## config.mk

```make
export PLATFORM = sky130hd
export DESIGN_NAME = bhs_cell
export DESIGN_NICKNAME = d
export VERILOG_FILES = /design/src/design/bhs_pkg.sv /design/src/design/bhs_cell.sv
export SDC_FILE = /design/constraint.sdc
export NUM_CORES = 1
export LEC_CHECK = 0
export BUFFER_PORTS_ARGS = -buffer_cell sky130_fd_sc_hd__buf_2
export CAP_MARGIN = 0
export CORE_ASPECT_RATIO = 0.7
export CORE_MARGIN = 4
export CORE_UTILIZATION = 55
export DETAILED_ROUTE_END_ITERATION = 12
export PLACE_DENSITY = 0.95
export SLEW_MARGIN = 20
export SYNTH_ARGS = -nofsm -noshare
export SYNTH_HDL_FRONTEND = slang
export SYNTH_SLANG_ARGS = --single-unit
```

## constraint.sdc

```tcl
create_clock -name clock -period 6.9 [get_ports clock]
set_input_delay 1.035 -clock clock [delete_from_list [all_inputs] [get_ports clock]]
set_output_delay 1.035 -clock clock [all_outputs]
set_load 0.02 [all_outputs]
```

## src/design/bhs_pkg.sv

```systemverilog
// Shared types for the binary heap sort block.
package bhs_pkg;

   typedef logic signed [31:0] value_type;

   localparam value_type VALUE_MIN = 32'sh8000_0000;

   // Command broadcast to every cell of the chain.
   typedef struct packed {
      logic      insert;
      logic      shift;
      value_type item;
   } cell_ctrl_type;

endpackage

```

## src/design/bhs_cell.sv

```systemverilog
// One cell of the sorting chain: holds one element and trades with its neighbors.
module bhs_cell (
   input  logic                   clock,
   input  logic                   reset,
   input  bhs_pkg::cell_ctrl_type ctrl,
   input  logic                   left_valid,
   input  bhs_pkg::value_type     left_value,
   input  logic                   right_valid,
   input  bhs_pkg::value_type     right_value,
   output logic                   own_valid,
   output bhs_pkg::value_type     own_value
);

   logic               valid_ff, valid_in;
   bhs_pkg::value_type value_ff, value_in;
   logic               keep;
   logic               left_le;

   // Cells stay sorted ascending from the head; invalid cells sit at the tail.
   assign keep    = valid_ff && (value_ff <= ctrl.item);
   assign left_le = left_valid && (left_value <= ctrl.item);

   always_comb begin
      valid_in = valid_ff;
      value_in = value_ff;
      if (ctrl.insert) begin
         if (!keep) begin
            if (left_le) begin
               valid_in = 1'b1;
               value_in = ctrl.item;
            end else begin
               valid_in = left_valid;
               value_in = left_value;
            end
         end
      end else if (ctrl.shift) begin
         valid_in = right_valid;
         value_in = right_value;
      end
   end

   always_ff @(posedge clock) begin
      if (reset) begin
         valid_ff <= 1'b0;
      end else begin
         valid_ff <= valid_in;
      end
   end

   always_ff @(posedge clock) begin
      value_ff <= value_in;
   end

   assign own_valid = valid_ff;
   assign own_value = value_ff;

endmodule

```

* Yosys cells after proc, flatten, opt, wreduce, memory -nomap -nowiden *
Index checks and enable logic that the tools add are counted.

word-level totals
  flip-flop bits (word level) = 33
  input bits = 102
  output and inout port bits = 33
  word-level logic and storage cells = 17

operators by class
  $lt $le $gt $ge = 2
  equal/unequal tests = 1
  muxes and demuxes = 8
  reduce and logical (&&, ||, !) cells = 4

operators with widths
  kind                                           number
  two-way mux 32 bit                             4
  <= comparator 32 bit                           2
  two-way mux 1 bit                              4
  logical AND 1 bit                              2
  inequality test 2 bit (second input constant)  1
  AND reduction 2 bit                            1
  nonzero test 2 bit                             1

* Longest topological paths before layout *
  depth in word-level cells = 5
  mapped depth = 10
  mapped depth without buffers = 9

* Least setup slack after synthesis *
No wires, ideal clock.

  kind = input to register
  start point = in ctrl[31] in the netlist's numbering
  end point = reg value_ff[0], in the netlist own_value[0], enable pin
  library setup time = 0.391 ns
  data arrival time = 3.029 ns
  required time = 6.509 ns
  path slack = 3.480 ns
  cell stages on the path = 8
  path buffers = 0
  path through = inv_1 ha_1 nand4_1 nor4_1 nand4b_1 nand3_1 a21oi_1 o21a_1

on the way
  word-level cells in the longest chain between the ends = 4

ends and longest elaborated chain
  item                                    line            source
  start, declared                         bhs_cell.sv:5   input bhs_pkg::cell_ctrl_type ctrl,
  <= comparator 32 bit                    bhs_cell.sv:20  assign keep = valid_ff && (value_ff <= ctrl.item);
  logical AND 1 bit                       bhs_cell.sv:20
  inequality test 2 bit (no source line)  n/a
  AND reduction 2 bit (no source line)    n/a
  end signal, assigned                    bhs_cell.sv:51  value_ff <= value_in;
  end, declared                           bhs_cell.sv:15  bhs_pkg::value_type value_ff, value_in;

Every way passes these cells.
A chain may end at the register's enable or synchronous reset.

* Worst setup path in the final report *
  start point = in ctrl[31] in the netlist's numbering
  end point = reg value_ff[23], in the netlist own_value[23], enable pin

Same word-level chain as after synthesis.

==> implementation parameters <==
Parameter                              Value

Setup path
  Classification of the worst setup path    in -> reg
  Worst-path cell with the longest stage delay    o21a_1
  Slowest cell delay on critical path    620 ps
  Crit path max-delay family    simple AND/OR/NAND/NOR gates
  Required time reported for the critical path endpoint    6870 ps
  Kind of start point of the critical path    input pin
  CP Data Arrival Time    3570 ps
  Ordered cell list for the critical path    buf_2 > inv_1 > ha_1 > nand4_1 > nor4_1 > nand4b_1 > nand3_1 > a21oi_1 > o21a_1 > buf_4
  Capturing element type of the critical path    register
  Buffer and inverter count on the worst path    3
  Maximum fanout encountered on the critical timing path    17

Status
  Run status    finished clean

CTS
  Number of post-CTS setup repair buffers    0
  H-tree levels    2
  Quantity of hold-fixing buffers added after cts    0
  CTS sink count    33
  Resized cells post-CTS    0
  CTS clock-pin slew for the worst setup and hold paths    70 ps
  Clk buf depth    2
  Clock Tree Root    clkbuf_8
  Clock latency on the worst-skew pair    290 ps
  CTS tree    built
  Total clock buffers created by CTS    5

Route
  Drt wl/cell    18.3 um
  Routed Antenna Nets    0
  Total number of vias    3412
  Total Wirelength    10400 um
  First DRT Iteration DRCs    145
  Vias per cell    6.04
  First-pass iteration count of the detailed router    5
  Detailed-route DRC error count    0

Cells and area
  Number of antenna repair diodes    0
  Net total in the final layout    653
  Area Growth Syn to Fin    21.8%
  Share of layout cells above drive strength 1    0.302
  Fin util    0.700

Yosys
  Count of state elements after synthesis    33
  Number of warnings issued by yosys    0
  Number of enable-type register cells in the synthesized netlist    32
  Fraction of post-synthesis cell area in the top cell type by area    0.265
  Dominant cells by area after synthesis    edfxtp_1 (26%), mux2i_1 (26%), ha_1 (22%)
  Synthesized area    0.00363 mm2
  Post-synthesis area per instance    10.2 um2
  Number of different library cells in the post-synthesis netlist    44
  Fraction of registers with async set/reset    0
  Library cell occupying the most area in the post-synthesis netlist    edfxtp_1
  Post-Synthesis Cells    356
  Flip-flop cell with the highest count after synthesis    edfxtp_1
  Cell with the most instances after synthesis    mux2i_1
  Most numerous cell types in the synthesized netlist    mux2i_1 (94), ha_1 (64), inv_1 (37), edfxtp_1 (32), a21oi_1 (29)
  Share of the yosys chip area belonging to registers    0.270
  Net count of the mapped netlist    522

Global route
  Total Routing Usage GR    0.254
  Remaining global-route overflow    0
  Vias in the first global route    3631
  Global-route wire length before repair    16500 um
  Largest net degree at the start of global routing    71
  Number of antenna violations at the first check in global routing    0

Die
  Number of ports placed on the die boundary    135
  Initial core utilization    0.575
  Die X    105 um
  Placement row count    24
  Core Box Area    0.00631 mm2
  Total Die Area    0.00798 mm2
  Y dimension of the die    75.9 um

Flow run
  Max-Cap Viols    0

STA
  Total count of max-transition violations in the final report    0
  Actual transition at the worst max-transition pin    1100 ps
  Layout Skew    8.24 ps
  Fin crit period    3610 ps
  Tcrit/Tclk final    0.522
  Unrepaired setup endpoints after global routing    false
  Remaining max-slew budget at the tightest pin    0.266
  Max frequency    0.277 GHz
  Fin. Hold Viols    0
  Setup violation total in the final timing report    0
  Setup TNS after final layout    0 ps

Power and ir drop
  Leakage power total    0.00231 uW
  Power per standard cell area    172 mW/mm2
  Peak supply drop    81.3 uV

Place
  Global placer's final weighted congestion    0.854
  DP HPWL    8460 um
  Buffers added on ports    134

Min path
  Worst hold path class    reg -> reg
[layer usage]
metal,vias up,wire length (um),share of wire,GRT usage
met3,35,755,0.073,0.0603
met1,1597,4300,0.42,0.305
li1,1616,-,-,-
met4,0,303,0.029,0.0878
met5,-,0,0,0
met2,164,4990,0.48,0.445
[sequential cells by signal (all words and copies together), names as in the netlist]
| name | cells |
|---|---|
| own_valid | 1 |
| own_value | 32 |
[through the flow]
stage	instance area (um2)	hold slack [ps]	cells	power, uW	setup slack [ps]
2_1_floorplan	3630	606	356	494	3480
3_3_place_gp	4340	538	558	592	3190
3_5_place_dp	4340	573	558	614	3000
4_1_cts	4420	582	565	754	3280
5_1_grt	4420	621	565	802	3030
6_report	4420	591	565	758	3290
[worst paths after layout]
check / endpoint / cells after the start / from / slack [ps]
setup / recovery: own_value[23]$_DFFE_PP_ / 10 / ctrl[31] / 3290
hold / removal: own_valid$_SDFFE_PP0P_ / 2 / own_valid$_SDFFE_PP0P_ / 590
setup reg to reg: own_value[23]$_DFFE_PP_ / 8 / own_value[31]$_DFFE_PP_ / 3790
hold reg to reg: own_valid$_SDFFE_PP0P_ / 2 / own_valid$_SDFFE_PP0P_ / 590
[power by group]
group	internal, uW	switching, uW	leakage, uW
combinational	138	196	0.00194
sequential	262	19.2	0.000332
clock	68.2	75.8	0.0000387
[worst reg2reg max path, delay by kind of cell (launching register included)]
kind                       cells  cell delay (ps)
DFF                            1              390
and+or+nand+nor                4              830
buffers and inverters          1              400
adders and majority gates      1              370
AOI/OAI and AO/OA              2              800
[layout make-up]
class | count | area (um2)
fillers | 495 | 1890
clock inverters | 1 | 3.75
inverters | 38 | 143
well taps | 78 | 97.6
repair buffers | 135 | 681
flip-flops and latches | 33 | 981
clock buffers | 6 | 72.6
multi-input cells | 274 | 2440
[kinds of logic (layout without fill, tap and decap cells)]
| logic type | after synthesis | after routing | synth area share |
|---|---|---|---|
| and+or+nand+nor | 55 | 55 | 0.0914 |
| adders and majority gates | 64 | 64 | 0.221 |
| buffers and inverters | 49 | 180 | 0.0573 |
| AOI/OAI and AO/OA | 60 | 60 | 0.0976 |
| DFF | 33 | 33 | 0.270 |
| muxes | 95 | 95 | 0.263 |
[cell usage in the layout (no fill, tap or decap), types with 5 or more instances in the layout]
master      n
nand2_1    14
ha_1       64
buf_2     133
nand4_1    14
a21oi_1    29
inv_1      37
mux2i_1    94
edfxtp_1   32
clkbuf_8    5
o21ai_0    10
Note: power is estimated with default switching activity, not from simulation.
